**src/hw/rtl/rhtm_pkg.sv**
```systemverilog
// ----------------------------------------------------------------------------
// rhtm_pkg
// Shared types and constants of the RGB hue threshold mask unit.
// ----------------------------------------------------------------------------
package rhtm_pkg;

  localparam int CH_W      = 8;   // input channel width
  localparam int HUE_W     = 10;  // signed hue and limit width
  localparam int QUOT_W    = 6;   // quotient bits, magnitude at most 60
  localparam int HUE_SCALE = 60;  // degrees per sector
  localparam int CFG_IDX_W = 2;

  localparam logic [CFG_IDX_W-1:0] CFG_BELOW = CFG_IDX_W'(0);
  localparam logic [CFG_IDX_W-1:0] CFG_ABOVE = CFG_IDX_W'(1);

  localparam logic signed [HUE_W-1:0] BELOW_RST  = HUE_W'(60);
  localparam logic signed [HUE_W-1:0] ABOVE_RST  = HUE_W'(300);
  localparam logic signed [HUE_W-1:0] BASE_RED   = HUE_W'(0);
  localparam logic signed [HUE_W-1:0] BASE_GREEN = HUE_W'(120);
  localparam logic signed [HUE_W-1:0] BASE_BLUE  = HUE_W'(240);

  typedef enum logic [1:0] {
    SECT_RED,
    SECT_GREEN,
    SECT_BLUE
  } sector_e;

  typedef struct packed {
    logic    valid;
    logic    defined;
    logic    neg;
    sector_e sector;
  } ctl_t;

endpackage

```
**src/hw/rtl/rgb_hue_threshold_mask_unit.sv**
```systemverilog
// ----------------------------------------------------------------------------
// rgb_hue_threshold_mask_unit
// Per-pixel HSV hue and hue threshold mask, built as a front stage, a row
// of division cells and a result stage.
//
//   channel  direction  ports                            handshake
//   pixel    in         red_i green_i blue_i             start_i, busy_o
//   config   in         cfg_idx_i cfg_wdata_i            cfg_we_i
//   result   out        mask_o hue_o hue_defined_o       valid_o
//
// One word accepted per cycle; busy_o stays low. The pipeline holds one
// front stage, one cell per quotient bit and one result stage.
// Reset clears the valid bits of the pipeline and loads the limit defaults.
// Results are shown for one cycle with valid_o; the receiver cannot stall.
// ----------------------------------------------------------------------------
module rgb_hue_threshold_mask_unit import rhtm_pkg::*; #(
  parameter int QUANT_BITS = 3
) (
  input  logic                    clk_i,
  input  logic                    rst_ni,
  input  logic                    start_i,
  output logic                    busy_o,
  input  logic [CH_W-1:0]         red_i,
  input  logic [CH_W-1:0]         green_i,
  input  logic [CH_W-1:0]         blue_i,
  input  logic                    cfg_we_i,
  input  logic [CFG_IDX_W-1:0]    cfg_idx_i,
  input  logic [HUE_W-1:0]        cfg_wdata_i,
  output logic                    valid_o,
  output logic [CH_W-1:0]         mask_o,
  output logic signed [HUE_W-1:0] hue_o,
  output logic                    hue_defined_o
);

  localparam int NUM_W = QUANT_BITS + 6;

  ctl_t                  ctl_s  [QUOT_W+1];
  logic [NUM_W-1:0]      rem_s  [QUOT_W+1];
  logic [QUANT_BITS-1:0] span_s [QUOT_W+1];
  logic [QUOT_W-1:0]     quot_s [QUOT_W+1];

  logic signed [HUE_W-1:0] below_q, above_q;
  logic signed [HUE_W-1:0] base, offs, hue_d, hue_q;
  logic pass_d, valid_q, pass_q, defined_q;
  ctl_t ctl_last;

  assign busy_o = 1'b0;

  rhtm_front #(
    .Q_BITS (QUANT_BITS),
    .NUM_W  (NUM_W)
  ) u_front (
    .clk_i   (clk_i),
    .rst_ni  (rst_ni),
    .valid_i (start_i),
    .red_i   (red_i),
    .green_i (green_i),
    .blue_i  (blue_i),
    .ctl_o   (ctl_s[0]),
    .num_o   (rem_s[0]),
    .span_o  (span_s[0])
  );

  assign quot_s[0] = '0;

  for (genvar i = 0; i < QUOT_W; i++) begin : g_cell
    rhtm_div_cell #(
      .Q_BITS (QUANT_BITS),
      .NUM_W  (NUM_W),
      .SHIFT  (QUOT_W - 1 - i)
    ) u_cell (
      .clk_i  (clk_i),
      .rst_ni (rst_ni),
      .ctl_i  (ctl_s[i]),
      .rem_i  (rem_s[i]),
      .span_i (span_s[i]),
      .quot_i (quot_s[i]),
      .ctl_o  (ctl_s[i+1]),
      .rem_o  (rem_s[i+1]),
      .span_o (span_s[i+1]),
      .quot_o (quot_s[i+1])
    );
  end

  assign ctl_last = ctl_s[QUOT_W];

  always_comb begin
    case (ctl_last.sector)
      SECT_RED:   base = BASE_RED;
      SECT_GREEN: base = BASE_GREEN;
      SECT_BLUE:  base = BASE_BLUE;
      default:    base = BASE_RED;
    endcase
    offs  = $signed(HUE_W'(quot_s[QUOT_W]));
    if (ctl_last.neg) offs = -offs;
    hue_d  = ctl_last.defined ? (base + offs) : '0;
    pass_d = ctl_last.defined && ((hue_d < below_q) || (hue_d > above_q));
  end

  always_ff @(posedge clk_i or negedge rst_ni) begin
    if (!rst_ni) begin
      below_q <= BELOW_RST;
      above_q <= ABOVE_RST;
    end else if (cfg_we_i) begin
      unique case (cfg_idx_i)
        CFG_BELOW: below_q <= $signed(cfg_wdata_i);
        CFG_ABOVE: above_q <= $signed(cfg_wdata_i);
        default: ;
      endcase
    end
  end

  always_ff @(posedge clk_i or negedge rst_ni) begin
    if (!rst_ni) begin
      valid_q <= 1'b0;
    end else begin
      valid_q <= ctl_last.valid;
    end
  end

  always_ff @(posedge clk_i) begin
    hue_q     <= hue_d;
    pass_q    <= pass_d;
    defined_q <= ctl_last.defined;
  end

  assign valid_o       = valid_q;
  assign mask_o        = pass_q ? '1 : '0;
  assign hue_o         = hue_q;
  assign hue_defined_o = defined_q;

endmodule

```
**src/hw/rtl/rhtm_front.sv**
```systemverilog
// ----------------------------------------------------------------------------
// rhtm_front
// Quantizes the pixel, finds max/min, picks the hue sector and builds the
// scaled dividend magnitude and the divisor.
// ----------------------------------------------------------------------------
module rhtm_front import rhtm_pkg::*; #(
  parameter int Q_BITS = 3,
  parameter int NUM_W  = Q_BITS + 6
) (
  input  logic              clk_i,
  input  logic              rst_ni,
  input  logic              valid_i,
  input  logic [CH_W-1:0]   red_i,
  input  logic [CH_W-1:0]   green_i,
  input  logic [CH_W-1:0]   blue_i,
  output ctl_t              ctl_o,
  output logic [NUM_W-1:0]  num_o,
  output logic [Q_BITS-1:0] span_o
);

  logic [Q_BITS-1:0] r, g, b, hi, lo, mag;
  logic signed [Q_BITS:0] diff;
  ctl_t ctl_d, ctl_q;
  logic [NUM_W-1:0] num_d, num_q;
  logic [Q_BITS-1:0] span_d, span_q;

  assign r = red_i[CH_W-1 -: Q_BITS];
  assign g = green_i[CH_W-1 -: Q_BITS];
  assign b = blue_i[CH_W-1 -: Q_BITS];

  always_comb begin
    hi = r;
    lo = r;
    if (g > hi) hi = g;
    if (b > hi) hi = b;
    if (g < lo) lo = g;
    if (b < lo) lo = b;
    span_d = hi - lo;

    ctl_d.valid   = valid_i;
    ctl_d.defined = (span_d != '0);
    if (hi == r) begin
      ctl_d.sector = SECT_RED;
      diff = $signed({1'b0, g}) - $signed({1'b0, b});
    end else if (hi == g) begin
      ctl_d.sector = SECT_GREEN;
      diff = $signed({1'b0, b}) - $signed({1'b0, r});
    end else begin
      ctl_d.sector = SECT_BLUE;
      diff = $signed({1'b0, r}) - $signed({1'b0, g});
    end
    ctl_d.neg = diff[Q_BITS];
    mag   = ctl_d.neg ? Q_BITS'(-diff) : diff[Q_BITS-1:0];
    num_d = NUM_W'(mag) * NUM_W'(HUE_SCALE);
  end

  always_ff @(posedge clk_i or negedge rst_ni) begin
    if (!rst_ni) begin
      ctl_q <= '0;
    end else begin
      ctl_q <= ctl_d;
    end
  end

  always_ff @(posedge clk_i) begin
    num_q  <= num_d;
    span_q <= span_d;
  end

  assign ctl_o  = ctl_q;
  assign num_o  = num_q;
  assign span_o = span_q;

endmodule

```
**src/hw/rtl/rhtm_div_cell.sv**
```systemverilog
// ----------------------------------------------------------------------------
// rhtm_div_cell
// One restoring division step: settles quotient bit SHIFT and passes the
// partial remainder on to the next cell.
// ----------------------------------------------------------------------------
module rhtm_div_cell import rhtm_pkg::*; #(
  parameter int Q_BITS = 3,
  parameter int NUM_W  = Q_BITS + 6,
  parameter int SHIFT  = 0
) (
  input  logic              clk_i,
  input  logic              rst_ni,
  input  ctl_t              ctl_i,
  input  logic [NUM_W-1:0]  rem_i,
  input  logic [Q_BITS-1:0] span_i,
  input  logic [QUOT_W-1:0] quot_i,
  output ctl_t              ctl_o,
  output logic [NUM_W-1:0]  rem_o,
  output logic [Q_BITS-1:0] span_o,
  output logic [QUOT_W-1:0] quot_o
);

  logic [NUM_W-1:0] trial, rem_d, rem_q;
  logic [QUOT_W-1:0] quot_d, quot_q;
  logic [Q_BITS-1:0] span_q;
  logic ge;
  ctl_t ctl_q;

  always_comb begin
    trial  = NUM_W'(span_i) << SHIFT;
    ge     = (rem_i >= trial);
    rem_d  = ge ? (rem_i - trial) : rem_i;
    quot_d = quot_i;
    quot_d[SHIFT] = ge;
  end

  always_ff @(posedge clk_i or negedge rst_ni) begin
    if (!rst_ni) begin
      ctl_q <= '0;
    end else begin
      ctl_q <= ctl_i;
    end
  end

  always_ff @(posedge clk_i) begin
    rem_q  <= rem_d;
    span_q <= span_i;
    quot_q <= quot_d;
  end

  assign ctl_o  = ctl_q;
  assign rem_o  = rem_q;
  assign span_o = span_q;
  assign quot_o = quot_q;

endmodule
```
**config.mk**
```make
export PLATFORM = sky130hd
export DESIGN_NAME = rgb_hue_threshold_mask_unit
export DESIGN_NICKNAME = d
export VERILOG_FILES = /design/src/hw/rtl/rhtm_pkg.sv /design/src/hw/rtl/rgb_hue_threshold_mask_unit.sv /design/src/hw/rtl/rhtm_front.sv /design/src/hw/rtl/rhtm_div_cell.sv
export SDC_FILE = /design/constraint.sdc
export NUM_CORES = 1
export LEC_CHECK = 0
export ABC_AREA = 0
export BUFFER_PORTS_ARGS = -buffer_cell sky130_fd_sc_hd__buf_2
export CAP_MARGIN = 20
export CORE_UTILIZATION = 45
export DETAILED_ROUTE_END_ITERATION = 7
export REMOVE_ABC_BUFFERS = 1
export SLEW_MARGIN = 20
export SYNTH_ARGS = -nofsm -noshare
export SYNTH_HDL_FRONTEND = slang
export SYNTH_SLANG_ARGS = --single-unit
export TNS_END_PERCENT = 20
```
**constraint.sdc**
```tcl
create_clock -name clk_i -period 9.2 [get_ports clk_i]
set_input_delay 1.84 -clock clk_i [delete_from_list [all_inputs] [get_ports clk_i]]
set_output_delay 1.84 -clock clk_i [all_outputs]
set_load 0.005 [all_outputs]
```
After elaboration in Yosys (flattened, before gate mapping)
Index checks and enable logic that the tools add are counted.
{ "op_classes": {"n_eq_ne": 5, "reduce_logical": 6, "mux": 18, "n_addsub": 12, "mul": 1, "order_cmp": 12} }
{ "ops": {"columns": ["cell", "n"], "rows": [
  ["$mux 9", 5],
  ["$mux 10", 2],
  ["$pmux 8 s2", 1],
  ["$mux 3", 5],
  ["$sub 3x3->4", 3],
  ["$add 10x10->10", 1],
  ["$gt 10x10->1", 1],
  ["$lt 10x10->1", 1],
  ["$neg 6->10", 1],
  ["$ge 9x3->1", 1],
  ["$ge 9x4->1", 1],
  ["$ge 9x5->1", 1],
  ["$ge 9x6->1", 1],
  ["$ge 9x7->1", 1],
  ["$ge 9x8->1", 1],
  ["$sub 9x4->9", 1],
  ["$sub 9x5->9", 1],
  ["$sub 9x6->9", 1],
  ["$sub 9x7->9", 1],
  ["$sub 9x8->9", 1],
  ["$mux 4", 2],
  ["$mux 8", 1],
  ["$mul 3x4->7 const B", 1],
  ["$eq 3x3->1", 2],
  ["other kinds (12)", 17]
]} }
{ "totals": {"inputBits": 40, "word_cells": 107, "register_bits": 159} }

Longest topological paths before layout
Gate-level depths: netlist of the first run.
{ "depth": {"ltp_word": 10, "depth_mapped": 27, "ltp_nobuf": 26} }

Cells and area by module
From an unflattened synthesis of the first run, not the netlist that was laid out.
{ "unflattened": {"cells_unflattened": 711, "hier_area_um2": 8067.7} }
{ "modules_own_cells": {"columns": ["mod", "seq_area_each_um2", "n_inst", "area_each_um2", "cells_each"], "rows": [
  ["rgb_hue_threshold_mask_unit", 775.7, 1, 2047.0, 208],
  ["rhtm_front", 325.3, 1, 1507.7, 156],
  ["rhtm_div_cell (g_cell[5].u_cell)", 485.5, 1, 825.8, 68],
  ["rhtm_div_cell (g_cell[4].u_cell)", 485.5, 1, 779.5, 66],
  ["rhtm_div_cell (g_cell[3].u_cell)", 485.5, 1, 765.7, 59],
  ["rhtm_div_cell (g_cell[2].u_cell)", 485.5, 1, 744.5, 58],
  ["rhtm_div_cell (g_cell[1].u_cell)", 485.5, 1, 724.4, 52],
  ["rhtm_div_cell (g_cell[0].u_cell)", 485.5, 1, 673.1, 44]
]} }

Worst setup path after synthesis of the first run
Ideal clock, no wire load.
{ "synth_path": {"path_kind": "input-to-reg", "start": "input port red_i[5]", "end": "register u_front.num_q[8] (netlist: u_front.num_o[8])", "arrival_ns": 7.283, "t_required_ns": 9.083, "setup_time_ns": 0.117, "path_slack_ns": 1.799, "cell_stages": 26, "path_cell_list": "inv_1 -> ha_1 -> inv_1 -> fa_1 -> inv_1 -> fa_1 -> mux2i_1 -> ha_1 -> nor2b_4 -> o311ai_4 -> mux2_4 -> xnor2_1 -> a211o_1 -> buf_6 -> mux2_1 -> mux2_4 -> ha_1 -> inv_1 -> a211oi_1 -> fa_1 -> ha_1 -> inv_1 -> fa_1 -> nor2b_1 -> o21ai_0 -> nand2b_1"} }
{ "synth_via": {"elab_chain_len": 10, "word_cells_on_any_way": 13} }
{ "synth_lines": {"columns": ["item", "line", "text"], "rows": [
  ["from (decl)", "rgb_hue_threshold_mask_unit.sv:23", "input logic [CH_W-1:0] red_i,"],
  ["$gt 3x3->1", "rhtm_front.sv:34", "if (g > hi) hi = g;"],
  ["$mux 3", "rhtm_front.sv:34", null],
  ["$gt 3x3->1", "rhtm_front.sv:35", "if (b > hi) hi = b;"],
  ["$mux 3", "rhtm_front.sv:35", null],
  ["$eq 3x3->1", "rhtm_front.sv:45", "end else if (hi == g) begin"],
  ["$mux 4", "rhtm_front.sv:45", null],
  ["$mux 4 *", "rhtm_front.sv:42", "if (hi == r) begin"],
  ["$neg 3->3", "rhtm_front.sv:53", "mag = ctl_d.neg ? Q_BITS'(-diff) : diff[Q_BITS-1:0];"],
  ["$mux 3 *", "rhtm_front.sv:53", null],
  ["$mul 3x4->7 *", "rhtm_front.sv:54", "num_d = NUM_W'(mag) * NUM_W'(HUE_SCALE);"],
  ["named net u_front.num_d[8]", "rhtm_front.sv:24", "logic [NUM_W-1:0] num_d, num_q;"],
  ["to (signal assigned)", "rhtm_front.sv:66", "num_q <= num_d;"],
  ["to (decl)", "rhtm_front.sv:24", null]
]} }
Mark *: on every way through the listed nets, which the timed path passes. The rest lies on a longest branch.
A chain may end at the register's enable or synchronous reset.

Worst setup path in the final report of the first run
Ends and elaborated chain as after synthesis.

==> flow_summary.ini, run 1 <==
[run_status]
status = finished, final reports clean

[worst_setup_path]
cpMostUsedCell = inv_1
required_ns = 9.57
slowest_stage = fa_1
slowest_delay_ns = 0.57
end_kind = flop
start_kind = primary input
arrival_ns = 7.76
path_class = in -> reg
critPathMaxFanout = 9

[clock_network]
cts_buffers = 17
cts.sinks = 150
clockBufferDepth = 2
cts_htree_levels = 4
hold_buffers = 0
path_clk_slew_ns = 0.06
cts-root-buf = clkbuf_16
clock_latency_ns = 0.42
cts.repair.resized = 0
tritoncts = yes
cts_setup_buffers = 0

[floorplanning]
die_x_microns = 124.7
initial_core_util = 0.4647
io_pins = 61
core-area_sq_mm = 0.01459
die-height_microns = 124.7
fp.dieArea_sq_mm = 0.01556
fp-row-count = 44

[synthesis]
yosysTopAreaCell = dfxtp_1
avgSynthCellArea_sq_um = 10.95
syn_inst = 619
synth.cell_area_sq_mm = 0.006779
synth_most_common_cell = dfxtp_1
synth-edff-count = 0
yosys-top-cells-count = 94 x dfxtp_1, 77 x inv_1, 68 x ha_1
synth_ff_type = dfxtp_1
async_reset_ff_frac = 0.3733
synth_warnings = 0
synth.top_cell.area_share = 0.2776
synth_cell_types = 60
ys_ff_latch = 150
synthTopCellsByArea = dfxtp_1 28%, dfrtp_1 18%, ha_1 13%, inv_1 4.3%, fa_1 4.1%
yosysSeqAreaShare = 0.4858

[detailed_routing]
wl_per_cell_microns = 12.81
detail_route.drc_violations = 0
vias = 4207
wl_mm = 11.11
ant_nets = 0
dr.pass1.iters = 5
drt_iter0_markers = 211
avgViaCountPerCell = 4.852

[sta]
hold_violations = 0
finalSetupTns_ns = 0
rsz0062_at_grt = false
setup_viol = 0
slew_viol_final = 0
timing.final.crit_share = 0.8041
worst_pin_slew_ns = 0.7340
whs_ns = 0.3235
maxSlewHeadroom = 0.5096
fin_crit_ns = 7.398
clock_skew_ns = 0.007432
clock.fmax_mhz = 135.2

[power]
p_leak_nw = 3.719
peakVddDrop_uv = 172.8
finalPower_mw = 2.876
power_density_mw_per_mm2 = 371.7

[placement]
dpl_cell_area_sq_mm = 0.007156
dp.cells = 835
io_buffers = 44
dp_hpwl_mm = 8.407
gp_congestion = 0.8395

[job]
maxCapViolations = 0

[layout]
syn_to_final_growth_pct = 14.16
drive_gt1_frac = 0.1611
stdcell_count = 867
diodes = 0
final_cell_area_sq_mm = 0.007739
fin_nets = 792

[global_routing]
grt_pass1_wl_mm = 19.44
grt_pass1_vias = 4417
antenna_found_initial = 0
grt_max_degree = 57
overflow = 0
track_usage = 0.1566

[min_path]
hp-class = reg -> reg
-- kinds of logic after synthesis --
family | share of synthesized area
flops | 0.4858
simple gates | 0.1058
compound gates | 0.09155
buf+inv | 0.05703
fa+ha+maj | 0.1669
xor+xnor | 0.04005
mux | 0.05242
other cells | 0.0005532
-- metal layers --
layer  part of all wire  global-route usage  vias to the layer above
met5                  0                   0                        -
met3              0.038             0.04768                       17
li1                   -                   -                     2164
met1               0.44              0.1748                     1962
met2               0.50              0.2749                       64
met4              0.020             0.06591                        0
-- final timing paths --
path	start	end	slack, ns	cells past startpoint
max	red_i[5]	u_front.num_o[8]	1.80	27
min	g_cell[4].u_cell.quot_o[4]	g_cell[5].u_cell.quot_o[4]	0.32	0
max reg2reg	g_cell[5].u_cell.quot_o[0]	pass_q	5.48	19
min reg2reg	g_cell[4].u_cell.quot_o[4]	g_cell[5].u_cell.quot_o[4]	0.32	0
max in group asynchronous	rst_ni	g_cell[4].u_cell.ctl_o[2]	7.20	2
min in group asynchronous	rst_ni	below_q[6]	1.54	2
-- flip-flops by register name, indices dropped and copies added, names as in the netlist, 7 cells and up --
register / count
g_cell.u_cell.rem_o: 36
g_cell.u_cell.ctl_o: 30
g_cell.u_cell.quot_o: 21
g_cell.u_cell.span_o: 15
above_q: 10
below_q: 10
hue_o: 10
u_front.num_o: 7
-- stage by stage --
stage          setup WS [ns]    util
2_1_floorplan          1.780       -
3_3_place_gp           1.574  0.4905
3_5_place_dp           1.392  0.4905
4_1_cts                1.831  0.5300
5_1_grt                1.548  0.5304
6_report               1.802  0.5304
-- worst max-delay path: cells and delay by family --
| family | cells | cell delay [ns] |
|---|---|---|
| adders and majority gates | 8 | 2.55 |
| muxes | 4 | 1.29 |
| AOI/OAI and AO/OA | 4 | 0.88 |
| buffers and inverters | 7 | 0.67 |
| and+or+nand+nor | 3 | 0.39 |
| xor gates and xnor gates | 1 | 0.13 |
-- where the power goes --
part           leakage (nW)  switching, mW  internal (mW)
Combinational          2.01          0.621          0.554
Clock                 0.285          0.276          0.379
Sequential             1.42          0.124          0.923
-- placed cells by master, fill, tap and decap left out, types with 10 or more instances in the layout --
cell       count
clkbuf_16     17
dfrtp_1       48
nand2_1       32
and2_1        12
o21ai_0       25
nor2b_1       12
mux2_2        12
nor2_1        28
mux2i_1       13
nor3_1        10
buf_2         44
fa_1          14
a21oi_1       29
dfxtp_1       94
ha_1          68
xor2_1        14
inv_1         77
a21o_1        10
xnor2_1       17
-- cell type report --
type	instances	area, sq um
multi-input combinational	377	3110
tap	184	230.2
clock buffer	17	425.4
timing repair buffer	46	235.2
inverter	78	292.8
fill	1231	6850
clock inverter	15	151.4
sequential	150	3293
Note: power is estimated with default switching activity, not from simulation.
==> run 2: changes to the inputs <==
--- a/config.mk
+++ b/config.mk
@@ -10,6 +10,7 @@
 export CAP_MARGIN = 20
 export CORE_UTILIZATION = 45
 export DETAILED_ROUTE_END_ITERATION = 7
+export PLACE_DENSITY = 0.66
 export REMOVE_ABC_BUFFERS = 1
 export SLEW_MARGIN = 20
 export SYNTH_ARGS = -nofsm -noshare
==> constraint.sdc (replaced) <==
create_clock -name clk_i -period 6.5 [get_ports clk_i]
set_input_delay 1.3 -clock clk_i [delete_from_list [all_inputs] [get_ports clk_i]]
set_output_delay 1.3 -clock clk_i [all_outputs]
set_load 0.005 [all_outputs]
==> flow_summary.ini, run 2 (synthesized netlist as in run 1, its figures left out) <==
[detailed_routing]
drt_iter0_markers = 187
dr.pass1.iters = 4
ant_nets = 0
vias = 4364
detail_route.drc_violations = 0
wl_per_cell_microns = 12.91
wl_mm = 11.52
avgViaCountPerCell = 4.892

[power]
p_leak_nw = 3.850
peakVddDrop_uv = 213.6
power_density_mw_per_mm2 = 521.8
finalPower_mw = 4.167

[worst_setup_path]
cp-startpoint = red_i[5]
start_kind = primary input
r2r_end = pass_q
r2r_cells = 20
r2r_slack_ns = 2.73
arrival_ns = 6.82
r2r_start = g_cell[5].u_cell.quot_o[0]
end_kind = flop
critPathMaxFanout = 3
required_ns = 6.84
path_class = in -> reg

[global_routing]
track_usage = 0.1603
overflow = 0
antenna_found_initial = 0
grt_pass1_wl_mm = 20.23
grt_max_degree = 57
grt_pass1_vias = 4735

[sta]
finalSetupTns_ns = 0
timing.final.crit_share = 0.9970
maxSlewHeadroom = 0.3359
clock.fmax_mhz = 154.3
setup_viol = 0
fin_crit_ns = 6.480
clock_skew_ns = 0.009340
hold_violations = 0
worst_pin_slew_ns = 0.9918
rsz0062_at_grt = true
slew_viol_final = 0

[clock_network]
tritoncts = yes
cts_buffers = 17
cts.sinks = 150
cts-root-buf = clkbuf_16
hold_buffers = 0
path_clk_slew_ns = 0.06
cts_htree_levels = 4
clockBufferDepth = 2
clock_latency_ns = 0.41

[floorplanning]
initial_core_util = 0.4647
io_pins = 61
fp.dieArea_sq_mm = 0.01556
die_x_microns = 124.7
die-height_microns = 124.7
fp-row-count = 44
core-area_sq_mm = 0.01459

[layout]
drive_gt1_frac = 0.2161
most-common-layout-cells = 94 x dfxtp_1, 73 x inv_1, 64 x ha_1, 48 x dfrtp_1, 43 x buf_2
syn_to_final_growth_pct = 17.81
final_common_cell = dfxtp_1
diodes = 0
fillers = 1260
fin_nets = 817
largest_reg_flops = 36

[job]
maxCapViolations = 0

[min_path]
hp-class = reg -> reg
whs_path_depth = 0
hp-start = g_cell[4].u_cell.quot_o[2]
holdPathEnd = g_cell[5].u_cell.quot_o[2]

[placement]
io_buffers = 44
gp_congestion = 0.8543
dp_hpwl_mm = 8.807

[run_status]
status = finished, final reports clean
## run 2: cell count changes in the layout (fill, tap and decap cells not counted), moves of 3 or more
cell	before	now
buf_4	2	26
ha_1	68	64
inv_1	77	73
inv_4	0	4
clkbuf_8	0	3
clkinv_4	4	1
fa_1	14	11
fa_2	0	3
ha_2	0	3
inv_8	3	0
## run 2: power by group
part           total [mW]  switching [mW]  internal [mW]  leakage [nW]
Combinational        1.77           0.920          0.849          2.14
Sequential           1.48           0.177           1.31          1.42
Clock               0.914           0.359          0.556         0.291
## run 2: what timing repair did
item	in CTS	in global routing
buffers inserted	0	3
resized for setup	0	26
endpoints found under the setup margin	0	4
## run 2: critical path, stage by stage
cell,delay (ns)
buf_8,0.10
inv_4,0.05
ha_4,0.13
inv_4,0.04
fa_2,0.37
inv_2,0.07
fa_2,0.22
mux2i_2,0.25
ha_1,0.28
nor2b_4,0.15
o311ai_4,0.37
mux2_4,0.36
xnor2_2,0.14
a211o_1,0.32
mux2_4,0.31
mux2_4,0.27
ha_2,0.31
inv_1,0.05
a211oi_2,0.31
fa_1,0.51
buf_4,0.16
ha_1,0.28
a21o_1,0.19
a21oi_2,0.15
xnor2_1,0.12
## run 2: final cells by class
| cell class | instances | area [sq um] | share of cell area |
|---|---|---|---|
| Timing Repair Buffer | 71 | 436.7 | 0.05468 |
| Clock buffer | 20 | 466.7 | 0.05844 |
| Inverter | 78 | 297.8 | 0.03729 |
| Clock inverter | 12 | 98.84 | 0.01238 |
| Tap cell | 184 | 230.2 | 0.02883 |
| Sequential cell | 150 | 3293 | 0.4123 |
| Multi-Input combinational cell | 377 | 3163 | 0.3961 |
## run 2: metrics by stage
stage	cell area [sq um]	setup WS, ns	instances	util	hold slack [ns]
final	7986	0.01969	892	0.5474	0.3265
after global routing	7986	-0.1856	892	0.5474	0.3303
after CTS	7886	0.03913	889	0.5406	0.3262
after detailed placement	7321	-0.3895	857	0.5018	0.3136
after global placement	7321	-0.1934	857	0.5018	0.3101
after floorplan	6685	-0.3796	605	-	0.3096
## run 2: how the worst max path moves through the flow
stage | depth (start not counted) | end | slack [ns]
2_1_floorplan | 25 | u_front.num_o[8] | -0.38
3_3_place_gp | 26 | u_front.num_o[8] | -0.19
3_5_place_dp | 26 | u_front.num_o[8] | -0.39
4_1_cts | 26 | u_front.num_o[8] | 0.04
5_1_grt | 27 | u_front.num_o[8] | -0.19
6_report | 25 | u_front.num_o[7] | 0.02
## run 2: metal layers
metal	vias up	global-route usage	routed length [microns]
li1	2211	-	-
met5	-	0	0
met2	70	0.2964	6176
met4	0	0.08079	242
met1	2067	0.1712	4760
met3	16	0.03265	337
